<file path="config.mk">
export PLATFORM = sky130hd
export DESIGN_NAME = scalar_kalman_filter_top_flat
export DESIGN_NICKNAME = d
export VERILOG_FILES = /design/src/hw/rtl/skf_pkg.sv /design/src/hw/rtl/skf_in_if.sv /design/src/hw/rtl/skf_out_if.sv /design/src/hw/rtl/skf_cfg_if.sv /design/src/hw/rtl/skf_alu.sv /design/src/hw/rtl/skf_div.sv /design/src/hw/rtl/scalar_kalman_filter_top.sv /design/src/flat_wrapper.sv
export VERILOG_INCLUDE_DIRS = /design/src /design/src/hw/rtl
export SDC_FILE = /design/constraint.sdc
export NUM_CORES = 2
export LEC_CHECK = 0
export BUFFER_PORTS_ARGS = -buffer_cell sky130_fd_sc_hd__buf_2
export CORE_UTILIZATION = 60
export CTS_CLUSTER_DIAMETER = 80
export DETAILED_ROUTE_END_ITERATION = 7
export PLACE_DENSITY = 0.83
export SYNTH_ARGS = -nofsm -noshare
export SYNTH_HDL_FRONTEND = slang
export SYNTH_SLANG_ARGS = --single-unit
</file>
<file path="constraint.sdc">
create_clock -name clk -period 16.75 [get_ports clk]
set_input_delay 3.35 -clock clk [delete_from_list [all_inputs] [get_ports clk]]
set_output_delay 3.35 -clock clk [all_outputs]
set_load 0.01 [all_outputs]
</file>
<file path="src/hw/rtl/scalar_kalman_filter_top_defines.svh">
// Assertion macros shared by the filter RTL.
// ASSERT_OFF removes every check at compile time.
`ifndef SCALAR_KALMAN_FILTER_TOP_DEFINES_SVH
`define SCALAR_KALMAN_FILTER_TOP_DEFINES_SVH

`ifndef ASSERT_OFF

// Consequent must hold in the same cycle as the antecedent.
`define SKF_ASSERT_IMPL(lbl, clk_s, rst_s, ante, cons) \
  lbl: assert property (@(posedge clk_s) disable iff (rst_s) (ante) |-> (cons)) \
    else $error("same-cycle check failed");

// Consequent must hold in the cycle after the antecedent.
`define SKF_ASSERT_NEXT(lbl, clk_s, rst_s, ante, cons) \
  lbl: assert property (@(posedge clk_s) disable iff (rst_s) (ante) |=> (cons)) \
    else $error("next-cycle check failed");

`else

`define SKF_ASSERT_IMPL(lbl, clk_s, rst_s, ante, cons)
`define SKF_ASSERT_NEXT(lbl, clk_s, rst_s, ante, cons)

`endif

`endif

</file>
<file path="src/hw/rtl/skf_pkg.sv">
`timescale 1ns / 1ps
`default_nettype none

package skf_pkg;

  // Q16.16 word format
  localparam int DW = 32;
  localparam int FW = 16;

  // Divider works on the numerator magnitude shifted up by the fraction bits
  localparam int DIV_W     = DW + FW;
  localparam int DIV_CNT_W = $clog2(DIV_W);
  localparam logic [DIV_CNT_W-1:0] DIV_LAST = DIV_CNT_W'(DIV_W - 1);

  typedef logic signed [DW-1:0] fix_t;

  localparam fix_t FIX_MAX = {1'b0, {(DW-1){1'b1}}};
  localparam fix_t FIX_MIN = {1'b1, {(DW-1){1'b0}}};
  localparam fix_t FIX_ONE = fix_t'(DW'(1) << FW);

  // Register reset values
  localparam fix_t          STATE_GAIN_RST    = FIX_ONE;
  localparam fix_t          OBSERVE_GAIN_RST  = FIX_ONE;
  localparam logic [DW-2:0] PROCESS_NOISE_RST = (DW-1)'(655);
  localparam logic [DW-2:0] MEASURE_NOISE_RST = (DW-1)'(65536);
  localparam fix_t          VARIANCE_RST      = fix_t'({1'b0, PROCESS_NOISE_RST});

  typedef enum logic [1:0] {
    REG_STATE_GAIN,
    REG_OBSERVE_GAIN,
    REG_PROCESS_NOISE,
    REG_MEASURE_NOISE
  } cfg_idx_t;

  typedef enum logic {
    CMD_FILTER,
    CMD_CLEAR
  } cmd_t;

  // Sequencer steps, one per cycle but for the divider wait and output stall
  typedef enum logic [4:0] {
    ST_IDLE,
    ST_A2,  // issue a*a
    ST_H2,  // take a^2, issue h*h
    ST_PX,  // take h^2, issue a*x
    ST_PP,  // take x, issue a^2*p
    ST_PQ,  // take a^2*p
    ST_PV,  // p = a^2*p + q
    ST_DM,  // issue h^2*p
    ST_DT,  // take h^2*p
    ST_DA,  // den = h^2*p + r
    ST_DC,  // check den, issue p*h
    ST_NT,  // take numerator
    ST_DV,  // start divider
    ST_DW,  // wait for gain
    ST_IM,  // issue h*x
    ST_IT,  // take h*x
    ST_IS,  // innovation z - h*x
    ST_KM,  // issue k*innovation
    ST_KT,  // take correction
    ST_KA,  // x += correction
    ST_GM,  // issue k*h
    ST_GT,  // take k*h
    ST_GS,  // 1 - k*h
    ST_VM,  // issue (1-k*h)*p
    ST_VT,  // take p, issue h*x
    ST_OT   // take h*x into output register
  } state_t;

  typedef struct packed {
    fix_t mul_a;
    fix_t mul_b;
    fix_t add_a;
    fix_t add_b;
    logic sub;
  } alu_req_t;

  typedef struct packed {
    fix_t mul_res;
    logic mul_clip;
    fix_t add_res;
    logic add_clip;
  } alu_rsp_t;

  typedef struct packed {
    logic          start;
    fix_t          num;
    logic [DW-2:0] den;
  } div_req_t;

  typedef struct packed {
    logic busy;
    logic done;
    fix_t quot;
    logic clip;
  } div_rsp_t;

endpackage

`default_nettype wire

</file>
<file path="src/hw/rtl/skf_in_if.sv">
`timescale 1ns / 1ps
`default_nettype none

interface skf_in_if;
  import skf_pkg::*;

  logic valid;
  logic ready;
  cmd_t cmd;
  fix_t sample;

  modport source (output valid, output cmd, output sample, input ready);
  modport sink   (input valid, input cmd, input sample, output ready);
endinterface

`default_nettype wire

</file>
<file path="src/hw/rtl/skf_out_if.sv">
`timescale 1ns / 1ps
`default_nettype none

interface skf_out_if;
  import skf_pkg::*;

  logic valid;
  logic ready;
  fix_t filtered;
  logic saturated;

  modport source (output valid, output filtered, output saturated, input ready);
  modport sink   (input valid, input filtered, input saturated, output ready);
endinterface

`default_nettype wire

</file>
<file path="src/hw/rtl/skf_cfg_if.sv">
`timescale 1ns / 1ps
`default_nettype none

interface skf_cfg_if;
  import skf_pkg::*;

  logic          valid;
  logic          ready;
  cfg_idx_t      index;
  logic [DW-1:0] data;

  modport source (output valid, output index, output data, input ready);
  modport sink   (input valid, input index, input data, output ready);
endinterface

`default_nettype wire

</file>
<file path="src/hw/rtl/skf_alu.sv">
`timescale 1ns / 1ps
`default_nettype none

// Shared arithmetic: registered magnitude multiplier with round and
// saturate on the following cycle, plus a saturating add/subtract.
module skf_alu (
  input  logic               clk,
  input  skf_pkg::alu_req_t  req,
  output skf_pkg::alu_rsp_t  rsp
);
  import skf_pkg::*;

  localparam int PW   = 2 * DW;
  localparam int RQ_W = PW - FW;

  logic [DW-1:0]   mag_a;
  logic [DW-1:0]   mag_b;
  logic [PW-1:0]   prod;
  logic            neg;
  logic [PW-1:0]   rnd;
  logic [RQ_W-1:0] rq;
  logic            over_p;
  logic            over_n;
  logic [DW:0]     ext_a;
  logic [DW:0]     ext_b;
  logic [DW:0]     sum;

  // Operand magnitudes; the minimum value maps to 2^(DW-1)
  assign mag_a = req.mul_a[DW-1] ? (~req.mul_a + DW'(1)) : req.mul_a;
  assign mag_b = req.mul_b[DW-1] ? (~req.mul_b + DW'(1)) : req.mul_b;

  // Product stage
  always_ff @(posedge clk) begin
    prod <= PW'(mag_a) * PW'(mag_b);
    neg  <= req.mul_a[DW-1] ^ req.mul_b[DW-1];
  end

  // Round half away from zero on the magnitude, then drop fraction bits
  assign rnd = prod + (PW'(1) << (FW - 1));
  assign rq  = rnd[PW-1:FW];

  // Positive side tops out at 2^(DW-1)-1, negative side at 2^(DW-1)
  assign over_p = |rq[RQ_W-1:DW-1];
  assign over_n = (|rq[RQ_W-1:DW]) | (rq[DW-1] & (|rq[DW-2:0]));

  // Saturating sum or difference, exact in DW+1 bits
  assign ext_a = {req.add_a[DW-1], req.add_a};
  assign ext_b = {req.add_b[DW-1], req.add_b};
  assign sum   = req.sub ? (ext_a - ext_b) : (ext_a + ext_b);

  always_comb begin
    if (neg) begin
      rsp.mul_clip = over_n;
      rsp.mul_res  = over_n ? FIX_MIN : fix_t'(~rq[DW-1:0] + DW'(1));
    end else begin
      rsp.mul_clip = over_p;
      rsp.mul_res  = over_p ? FIX_MAX : fix_t'(rq[DW-1:0]);
    end
    rsp.add_clip = sum[DW] ^ sum[DW-1];
    if (rsp.add_clip) begin
      rsp.add_res = sum[DW] ? FIX_MIN : FIX_MAX;
    end else begin
      rsp.add_res = fix_t'(sum[DW-1:0]);
    end
  end

endmodule

`default_nettype wire

</file>
<file path="src/hw/rtl/skf_div.sv">
`timescale 1ns / 1ps
`default_nettype none

// Restoring divider for the gain: |num| * 2^FW / den, one quotient bit
// per cycle, sign applied and saturated on the way out.
module skf_div (
  input  logic               clk,
  input  logic               rst,
  input  skf_pkg::div_req_t  req,
  output skf_pkg::div_rsp_t  rsp
);
  import skf_pkg::*;

  logic                 busy;
  logic                 done;
  logic [DIV_CNT_W-1:0] cnt;
  logic [DW-2:0]        rem;
  logic [DW-2:0]        den;
  logic [DIV_W-1:0]     sh;
  logic                 neg;
  logic [DW-1:0]        mag;
  logic [DW-1:0]        trial;
  logic [DW-1:0]        diff;
  logic                 qbit;
  logic                 over_p;
  logic                 over_n;

  assign mag = req.num[DW-1] ? (~req.num + DW'(1)) : req.num;

  // One shift-subtract step
  assign trial = {rem, sh[DIV_W-1]};
  assign diff  = trial - DW'(den);
  assign qbit  = trial >= DW'(den);

  // Control
  always_ff @(posedge clk) begin
    if (rst) begin
      busy <= 1'b0;
      done <= 1'b0;
    end else begin
      done <= 1'b0;
      if (req.start) begin
        busy <= 1'b1;
      end else if (busy && cnt == '0) begin
        busy <= 1'b0;
        done <= 1'b1;
      end
    end
  end

  // Datapath; dividend shifts out as quotient bits shift in
  always_ff @(posedge clk) begin
    if (req.start) begin
      cnt <= DIV_LAST;
      rem <= '0;
      den <= req.den;
      sh  <= {mag, FW'(0)};
      neg <= req.num[DW-1];
    end else if (busy) begin
      cnt <= cnt - DIV_CNT_W'(1);
      rem <= qbit ? diff[DW-2:0] : trial[DW-2:0];
      sh  <= {sh[DIV_W-2:0], qbit};
    end
  end

  assign over_p = |sh[DIV_W-1:DW-1];
  assign over_n = (|sh[DIV_W-1:DW]) | (sh[DW-1] & (|sh[DW-2:0]));

  always_comb begin
    rsp.busy = busy;
    rsp.done = done;
    if (neg) begin
      rsp.clip = over_n;
      rsp.quot = over_n ? FIX_MIN : fix_t'(~sh[DW-1:0] + DW'(1));
    end else begin
      rsp.clip = over_p;
      rsp.quot = over_p ? FIX_MAX : fix_t'(sh[DW-1:0]);
    end
  end

endmodule

`default_nettype wire

</file>
<file path="src/hw/rtl/scalar_kalman_filter_top.sv">
// Channel  Dir  Payload                        Accepted when
// meas     in   cmd, sample (Q16.16)           meas.valid && meas.ready
// result   out  filtered (Q16.16), saturated   result.valid && result.ready
// cfg      in   index, data                    cfg.valid && cfg.ready
//
// A sample runs the whole sequence to its result before the next item is
// taken, in idle; the gain comes from the one-bit-per-cycle divider. When the
// gain denominator is not positive the divider is skipped.
// A clear is taken in idle, leaves the sequencer idle and gives no result.
// rst is synchronous; variance restarts at the process noise reset value.
// A result waits in the output register; the next sample may run meanwhile
// and holds in its last step only if the older result is still untaken.
`timescale 1ns / 1ps
`default_nettype none
`include "scalar_kalman_filter_top_defines.svh"

module scalar_kalman_filter_top (
  input  logic       clk,
  input  logic       rst,
  skf_in_if.sink     meas,
  skf_out_if.source  result,
  skf_cfg_if.sink    cfg
);
  import skf_pkg::*;

  state_t        state, state_next;
  logic          primed, primed_next;
  logic          out_valid, out_valid_next;
  fix_t          estimate, estimate_next;
  fix_t          variance, variance_next;
  fix_t          a2, a2_next;
  fix_t          h2, h2_next;
  fix_t          t, t_next;
  fix_t          den, den_next;
  fix_t          k, k_next;
  fix_t          z, z_next;
  logic          clip, clip_next;
  fix_t          out_filtered, out_filtered_next;
  logic          out_saturated, out_saturated_next;

  fix_t          state_gain;
  fix_t          observe_gain;
  logic [DW-2:0] process_noise;
  logic [DW-2:0] measure_noise;

  alu_req_t      alu_req;
  alu_rsp_t      alu_rsp;
  div_req_t      div_req;
  div_rsp_t      div_rsp;

  skf_alu u_alu (
    .clk (clk),
    .req (alu_req),
    .rsp (alu_rsp)
  );

  skf_div u_div (
    .clk (clk),
    .rst (rst),
    .req (div_req),
    .rsp (div_rsp)
  );

  // Handshakes
  assign meas.ready       = (state == ST_IDLE);
  assign cfg.ready        = 1'b1;
  assign result.valid     = out_valid;
  assign result.filtered  = out_filtered;
  assign result.saturated = out_saturated;

  // Configuration registers
  always_ff @(posedge clk) begin
    if (rst) begin
      state_gain    <= STATE_GAIN_RST;
      observe_gain  <= OBSERVE_GAIN_RST;
      process_noise <= PROCESS_NOISE_RST;
      measure_noise <= MEASURE_NOISE_RST;
    end else if (cfg.valid && cfg.ready) begin
      case (cfg.index)
        REG_STATE_GAIN:    state_gain    <= fix_t'(cfg.data);
        REG_OBSERVE_GAIN:  observe_gain  <= fix_t'(cfg.data);
        REG_PROCESS_NOISE: process_noise <= cfg.data[DW-2:0];
        REG_MEASURE_NOISE: measure_noise <= cfg.data[DW-2:0];
        default: ;
      endcase
    end
  end

  // Sequencer: next state, operand routing and register updates
  always_comb begin
    state_next         = state;
    primed_next        = primed;
    out_valid_next     = out_valid & ~result.ready;
    estimate_next      = estimate;
    variance_next      = variance;
    a2_next            = a2;
    h2_next            = h2;
    t_next             = t;
    den_next           = den;
    k_next             = k;
    z_next             = z;
    clip_next          = clip;
    out_filtered_next  = out_filtered;
    out_saturated_next = out_saturated;
    alu_req            = '0;
    div_req            = '0;

    case (state)
      ST_IDLE: begin
        if (meas.valid) begin
          if (meas.cmd == CMD_CLEAR) begin
            primed_next = 1'b0;
          end else begin
            z_next      = meas.sample;
            clip_next   = 1'b0;
            primed_next = 1'b1;
            if (!primed) begin
              estimate_next = meas.sample;
            end
            state_next = ST_A2;
          end
        end
      end
      ST_A2: begin
        alu_req.mul_a = state_gain;
        alu_req.mul_b = state_gain;
        state_next    = ST_H2;
      end
      ST_H2: begin
        a2_next       = alu_rsp.mul_res;
        clip_next     = clip | alu_rsp.mul_clip;
        alu_req.mul_a = observe_gain;
        alu_req.mul_b = observe_gain;
        state_next    = ST_PX;
      end
      ST_PX: begin
        h2_next       = alu_rsp.mul_res;
        clip_next     = clip | alu_rsp.mul_clip;
        alu_req.mul_a = state_gain;
        alu_req.mul_b = estimate;
        state_next    = ST_PP;
      end
      ST_PP: begin
        estimate_next = alu_rsp.mul_res;
        clip_next     = clip | alu_rsp.mul_clip;
        alu_req.mul_a = a2;
        alu_req.mul_b = variance;
        state_next    = ST_PQ;
      end
      ST_PQ: begin
        t_next     = alu_rsp.mul_res;
        clip_next  = clip | alu_rsp.mul_clip;
        state_next = ST_PV;
      end
      ST_PV: begin
        alu_req.add_a = t;
        alu_req.add_b = fix_t'({1'b0, process_noise});
        variance_next = alu_rsp.add_res;
        clip_next     = clip | alu_rsp.add_clip;
        state_next    = ST_DM;
      end
      ST_DM: begin
        alu_req.mul_a = h2;
        alu_req.mul_b = variance;
        state_next    = ST_DT;
      end
      ST_DT: begin
        t_next     = alu_rsp.mul_res;
        clip_next  = clip | alu_rsp.mul_clip;
        state_next = ST_DA;
      end
      ST_DA: begin
        alu_req.add_a = t;
        alu_req.add_b = fix_t'({1'b0, measure_noise});
        den_next      = alu_rsp.add_res;
        clip_next     = clip | alu_rsp.add_clip;
        state_next    = ST_DC;
      end
      ST_DC: begin
        // Non-positive denominator: zero gain, flagged
        if (den[DW-1] || den == '0) begin
          k_next     = '0;
          clip_next  = 1'b1;
          state_next = ST_IM;
        end else begin
          alu_req.mul_a = variance;
          alu_req.mul_b = observe_gain;
          state_next    = ST_NT;
        end
      end
      ST_NT: begin
        t_next     = alu_rsp.mul_res;
        clip_next  = clip | alu_rsp.mul_clip;
        state_next = ST_DV;
      end
      ST_DV: begin
        div_req.start = 1'b1;
        div_req.num   = t;
        div_req.den   = den[DW-2:0];
        state_next    = ST_DW;
      end
      ST_DW: begin
        if (div_rsp.done) begin
          k_next     = div_rsp.quot;
          clip_next  = clip | div_rsp.clip;
          state_next = ST_IM;
        end
      end
      ST_IM: begin
        alu_req.mul_a = observe_gain;
        alu_req.mul_b = estimate;
        state_next    = ST_IT;
      end
      ST_IT: begin
        t_next     = alu_rsp.mul_res;
        clip_next  = clip | alu_rsp.mul_clip;
        state_next = ST_IS;
      end
      ST_IS: begin
        alu_req.add_a = z;
        alu_req.add_b = t;
        alu_req.sub   = 1'b1;
        t_next        = alu_rsp.add_res;
        clip_next     = clip | alu_rsp.add_clip;
        state_next    = ST_KM;
      end
      ST_KM: begin
        alu_req.mul_a = k;
        alu_req.mul_b = t;
        state_next    = ST_KT;
      end
      ST_KT: begin
        t_next     = alu_rsp.mul_res;
        clip_next  = clip | alu_rsp.mul_clip;
        state_next = ST_KA;
      end
      ST_KA: begin
        alu_req.add_a = estimate;
        alu_req.add_b = t;
        estimate_next = alu_rsp.add_res;
        clip_next     = clip | alu_rsp.add_clip;
        state_next    = ST_GM;
      end
      ST_GM: begin
        alu_req.mul_a = k;
        alu_req.mul_b = observe_gain;
        state_next    = ST_GT;
      end
      ST_GT: begin
        t_next     = alu_rsp.mul_res;
        clip_next  = clip | alu_rsp.mul_clip;
        state_next = ST_GS;
      end
      ST_GS: begin
        alu_req.add_a = FIX_ONE;
        alu_req.add_b = t;
        alu_req.sub   = 1'b1;
        t_next        = alu_rsp.add_res;
        clip_next     = clip | alu_rsp.add_clip;
        state_next    = ST_VM;
      end
      ST_VM: begin
        alu_req.mul_a = t;
        alu_req.mul_b = variance;
        state_next    = ST_VT;
      end
      ST_VT: begin
        variance_next = alu_rsp.mul_res;
        clip_next     = clip | alu_rsp.mul_clip;
        alu_req.mul_a = observe_gain;
        alu_req.mul_b = estimate;
        state_next    = ST_OT;
      end
      ST_OT: begin
        // Keep operands up so the product holds while the output is busy
        alu_req.mul_a = observe_gain;
        alu_req.mul_b = estimate;
        if (!out_valid || result.ready) begin
          out_filtered_next  = alu_rsp.mul_res;
          out_saturated_next = clip | alu_rsp.mul_clip;
          out_valid_next     = 1'b1;
          state_next         = ST_IDLE;
        end
      end
      default: begin
        state_next = ST_IDLE;
      end
    endcase
  end

  // Control and filter state
  always_ff @(posedge clk) begin
    if (rst) begin
      state     <= ST_IDLE;
      primed    <= 1'b0;
      out_valid <= 1'b0;
      estimate  <= '0;
      variance  <= VARIANCE_RST;
    end else begin
      state     <= state_next;
      primed    <= primed_next;
      out_valid <= out_valid_next;
      estimate  <= estimate_next;
      variance  <= variance_next;
    end
  end

  // Working registers
  always_ff @(posedge clk) begin
    a2            <= a2_next;
    h2            <= h2_next;
    t             <= t_next;
    den           <= den_next;
    k             <= k_next;
    z             <= z_next;
    clip          <= clip_next;
    out_filtered  <= out_filtered_next;
    out_saturated <= out_saturated_next;
  end

  // Checks
  `SKF_ASSERT_NEXT(a_sample_primes, clk, rst, meas.valid && meas.ready && meas.cmd == CMD_FILTER, primed)
  `SKF_ASSERT_NEXT(a_clear_unprimes, clk, rst, meas.valid && meas.ready && meas.cmd == CMD_CLEAR, !primed)
  `SKF_ASSERT_IMPL(a_result_from_last_step, clk, rst, $rose(out_valid), $past(state) == ST_OT)
  `SKF_ASSERT_IMPL(a_div_start_idle, clk, rst, div_req.start, !div_rsp.busy)
  `SKF_ASSERT_IMPL(a_wait_has_div, clk, rst, state == ST_DW, div_rsp.busy || div_rsp.done)

endmodule

`default_nettype wire

</file>
<file path="src/flat_wrapper.sv">
// flat-port wrapper written by rule: the top's interface ports become plain ports
module scalar_kalman_filter_top_flat import skf_pkg::*;
  (clk, rst, meas_valid, meas_cmd, meas_sample, meas_ready, result_valid, result_filtered, result_saturated, result_ready, cfg_valid, cfg_index, cfg_data, cfg_ready);
  skf_in_if meas_i ();
  skf_out_if result_i ();
  skf_cfg_if cfg_i ();
  input  logic clk;
  input  logic rst;
  input wire logic [$bits(meas_i.valid)-1:0] meas_valid;
  input wire logic [$bits(meas_i.cmd)-1:0] meas_cmd;
  input wire logic [$bits(meas_i.sample)-1:0] meas_sample;
  output wire logic [$bits(meas_i.ready)-1:0] meas_ready;
  output wire logic [$bits(result_i.valid)-1:0] result_valid;
  output wire logic [$bits(result_i.filtered)-1:0] result_filtered;
  output wire logic [$bits(result_i.saturated)-1:0] result_saturated;
  input wire logic [$bits(result_i.ready)-1:0] result_ready;
  input wire logic [$bits(cfg_i.valid)-1:0] cfg_valid;
  input wire logic [$bits(cfg_i.index)-1:0] cfg_index;
  input wire logic [$bits(cfg_i.data)-1:0] cfg_data;
  output wire logic [$bits(cfg_i.ready)-1:0] cfg_ready;
  assign meas_i.valid = meas_valid;
  assign meas_i.cmd = meas_cmd;
  assign meas_i.sample = meas_sample;
  assign meas_ready = meas_i.ready;
  assign result_valid = result_i.valid;
  assign result_filtered = result_i.filtered;
  assign result_saturated = result_i.saturated;
  assign result_i.ready = result_ready;
  assign cfg_i.valid = cfg_valid;
  assign cfg_i.index = cfg_index;
  assign cfg_i.data = cfg_data;
  assign cfg_ready = cfg_i.ready;
  scalar_kalman_filter_top u_core (.clk(clk), .rst(rst), .meas(meas_i), .result(result_i), .cfg(cfg_i));
endmodule
</file>
==> impl_metrics.ini <==
[layout]
syn2layout_area_growth_pct = 7.43
final_core_util = 0.650
nets = 8930
final_common_cell = inv_1
drive_above_1_share = 0.0742
final_cell_mix = 1099 x inv_1, 1088 x nand2_1, 897 x fa_1, 812 x nor2_1, 365 x a21oi_1
fillers = 9125

[floorplan]
core_area_um2 = 111000
rows = 122
start_util = 0.605
die_w_um = 336
die_height_um = 336
die_area_um2 = 113000
io_pins = 108

[sta]
period_needed_ns = 13.85
fin_skew_ns = 0.0643
max_slew_margin = 0.0444
drv_slew = 0
fmax_ghz = 0.0722
finalSetupTns_ns = 0
finalWorstSetupSlack_ns = 2.90
hold_viol_final = 0
rsz0062_at_grt = no
worst_slew_pin_slew_ns = 1.43
setup_viol = 0
fin_crit_sh = 0.827

[worst_setup_path]
arrival_ns = 14.39
r2r_setup_slack_ns = 2.90
cp-end-kind = register
path_class = reg -> reg
timing.rr.start = u_core.state[3]
critPathMaxFanout = 34
reg2reg_to = u_core.u_alu.prod[44]
r2r_cells = 35
slowest_delay_ns = 1.13
crit_top_cell = fa_1
start_kind = register
crit_required_ns = 17.30
slowest_stage = xor2_2

[clock_network]
htreeDepth = 2
clockBufferDepth = 3
clk_pin_slew_ns = 0.07
clock-root-buffer = clkbuf_16
cts_tree = built
cts.repair.resized = 0
cts_sinks = 592
ctsHoldBuffers = 0
cts_made_buffers = 60
worst_skew_pair.late_latency_ns = 0.70
postCtsSetupBuffers = 0

[flow_run]
cap_violations = 0

[min_path]
hp-start = u_core.process_noise[30]
hold_class = reg -> reg
worstHoldPathCells = 2
hold_end = u_core.process_noise[30]

[place]
port_buffers = 106
gp_congestion = 1.16
pre_cts_ws_ns = 3.55
hpwl_um = 201000

[logic_synthesis]
yosysSeqAreaShare = 0.220
syn-cell-area_um2 = 67100
ys.flop_type = dfxtp_1
yosysUniqueCellTypes = 103
synth-compound-area-share = 0.136
synth_xor_area_frac = 0.0425
synth-simple-area-share = 0.173
synthArstFlopShare = 0
syn_area_per_cell_um2 = 8.69
synth.net_count = 9021
synth_top_family_by_area = adder cells
synth_edf_count = 290
synth_fa_ha_area_frac = 0.332
ys_ff_latch = 592
synthMuxAreaShare = 0.00864
synthCells = 7721
yosysWarnings = 0

[grt]
top_usage_layer = met2
grt_use_met2 = 0.654
met1_usage = 0.608
overflow = 0
grt_pass1_vias = 58900
grt_max_degree = 102
track_usage = 0.470
antenna_found_initial = 32
grt_pass1_wl_um = 386000
use_met3 = 0.203

[status]
outcome = finished with violations
violations = DRC

[power_and_ir_drop]
total_power_mw = 3.96
ir_drop_v = 0.0000861
power_density_nw_per_um2 = 55.0
leakage_nw = 32.1

[routing]
ant_nets = 0
postRouteWirelength_um = 266000
vias_per_cell = 6.66
num_vias = 61200
firstDrtPassIters = 8
drc_errors = 43
first_iter_violations = 9585
wl_per_cell_um = 29.0
[cells by family (layout without fill, tap and decap cells)]
logic type      count (synthesis)  count (layout)
mux                            55              55
flops                         592             592
buf+inv                      1552            1510
simple gates                 2624            2624
xor+xnor                      322             322
other cells                     1              18
compound gates               1329            1329
fa+ha+maj                    1246            1246
[where the power goes]
group	switching (mW)	total, mW	internal [mW]
clock	0.653	1.46	0.810
combinational	0.599	0.825	0.226
sequential	0.0885	1.68	1.59
[per-layer routing]
metal	vias to the layer above	routed length, um
met5	-	452
met4	26	18700
met3	1165	45200
met2	4855	107000
met1	29800	94500
li1	25300	-
[synth_stat cells (25+ instances only)]
cell	n	share of area
clkbuf_1	376	0.021
xnor2_1	163	0.021
nand3_1	137	0.010
a31oi_1	54	0.0050
a21o_1	89	0.010
inv_1	1100	0.062
nand2b_1	48	0.0045
a21oi_1	370	0.028
nor2b_1	37	0.0035
fa_1	897	0.27
and3_1	63	0.0059
o21ai_0	227	0.017
o31ai_1	45	0.0050
o22ai_1	25	0.0023
a221o_1	50	0.0075
mux2i_1	41	0.0061
buf_1	32	0.0018
and2_1	86	0.0080
o21bai_1	32	0.0036
ha_1	331	0.062
nor2_1	819	0.046
edfxtp_1	290	0.13
a221oi_1	49	0.0064
nor4_1	47	0.0044
a22oi_1	41	0.0046
buf_2	38	0.0028
nor3_1	82	0.0061
nand2_1	1088	0.061
dfxtp_1	302	0.090
nand4_1	67	0.0062
a222oi_1	112	0.017
xor2_1	155	0.020
a211oi_1	35	0.0039
[area by class of cell]
type,instances,area [um2],area share
diodes,17,42.5,0.000590
clock buffers,74,1680,0.0233
clock inverters,37,404,0.00561
inverters,1102,4140,0.0574
multi-input cells,5577,47200,0.655
flip-flops and latches,592,14800,0.205
well taps,1488,1860,0.0258
repair buffers,297,1970,0.0273
[flip-flops by register name, indices dropped and copies added (netlist names), 5 cells and up]
register                count
u_core.k                   32
u_core.u_alu.prod          49
u_core.u_div.den           31
u_core.u_div.rem           31
u_core.estimate            32
u_core.u_div.cnt            6
u_core.process_noise       31
u_core.measure_noise       31
u_core.t                   32
u_core.h2                  32
u_core.state                5
u_core.u_div.sh            48
u_core.observe_gain        32
u_core.den                 32
u_core.variance            32
u_core.z                   32
u_core.state_gain          32
u_core.result.filtered     32
u_core.a2                  32
[critical path, delay by kind of cell (launching register included)]
family          cells  cell delay (ns)
simple gates        8             2.68
flops               1             0.76
compound gates     12             3.94
fa+ha+maj           9             4.18
buf+inv             4             0.83
xor+xnor            2             1.30
[worst max path at each step]
stage,end,cells after the start,slack [ns],from
floorplan,u_core.u_alu.prod[63],40,5.67,u_core.state[3]
global placement,u_core.u_alu.prod[44],38,3.79,u_core.state[2]
detailed placement,u_core.u_alu.prod[44],34,3.55,u_core.state[2]
CTS,u_core.u_alu.prod[44],34,3.50,u_core.state[2]
global route,u_core.u_alu.prod[44],34,2.29,u_core.state[2]
finish,u_core.u_alu.prod[44],35,2.90,u_core.state[3]
[metrics by stage]
step	cell area (um2)	instances	hold slack, ns
2_1_floorplan	67100	7721	0.436
3_3_place_gp	69900	9056	0.442
3_5_place_dp	69900	9056	0.446
4_1_cts	72000	9167	0.454
5_1_grt	72000	9169	0.470
6_report	72100	9184	0.455
Note: power is estimated with default switching activity, not from simulation.
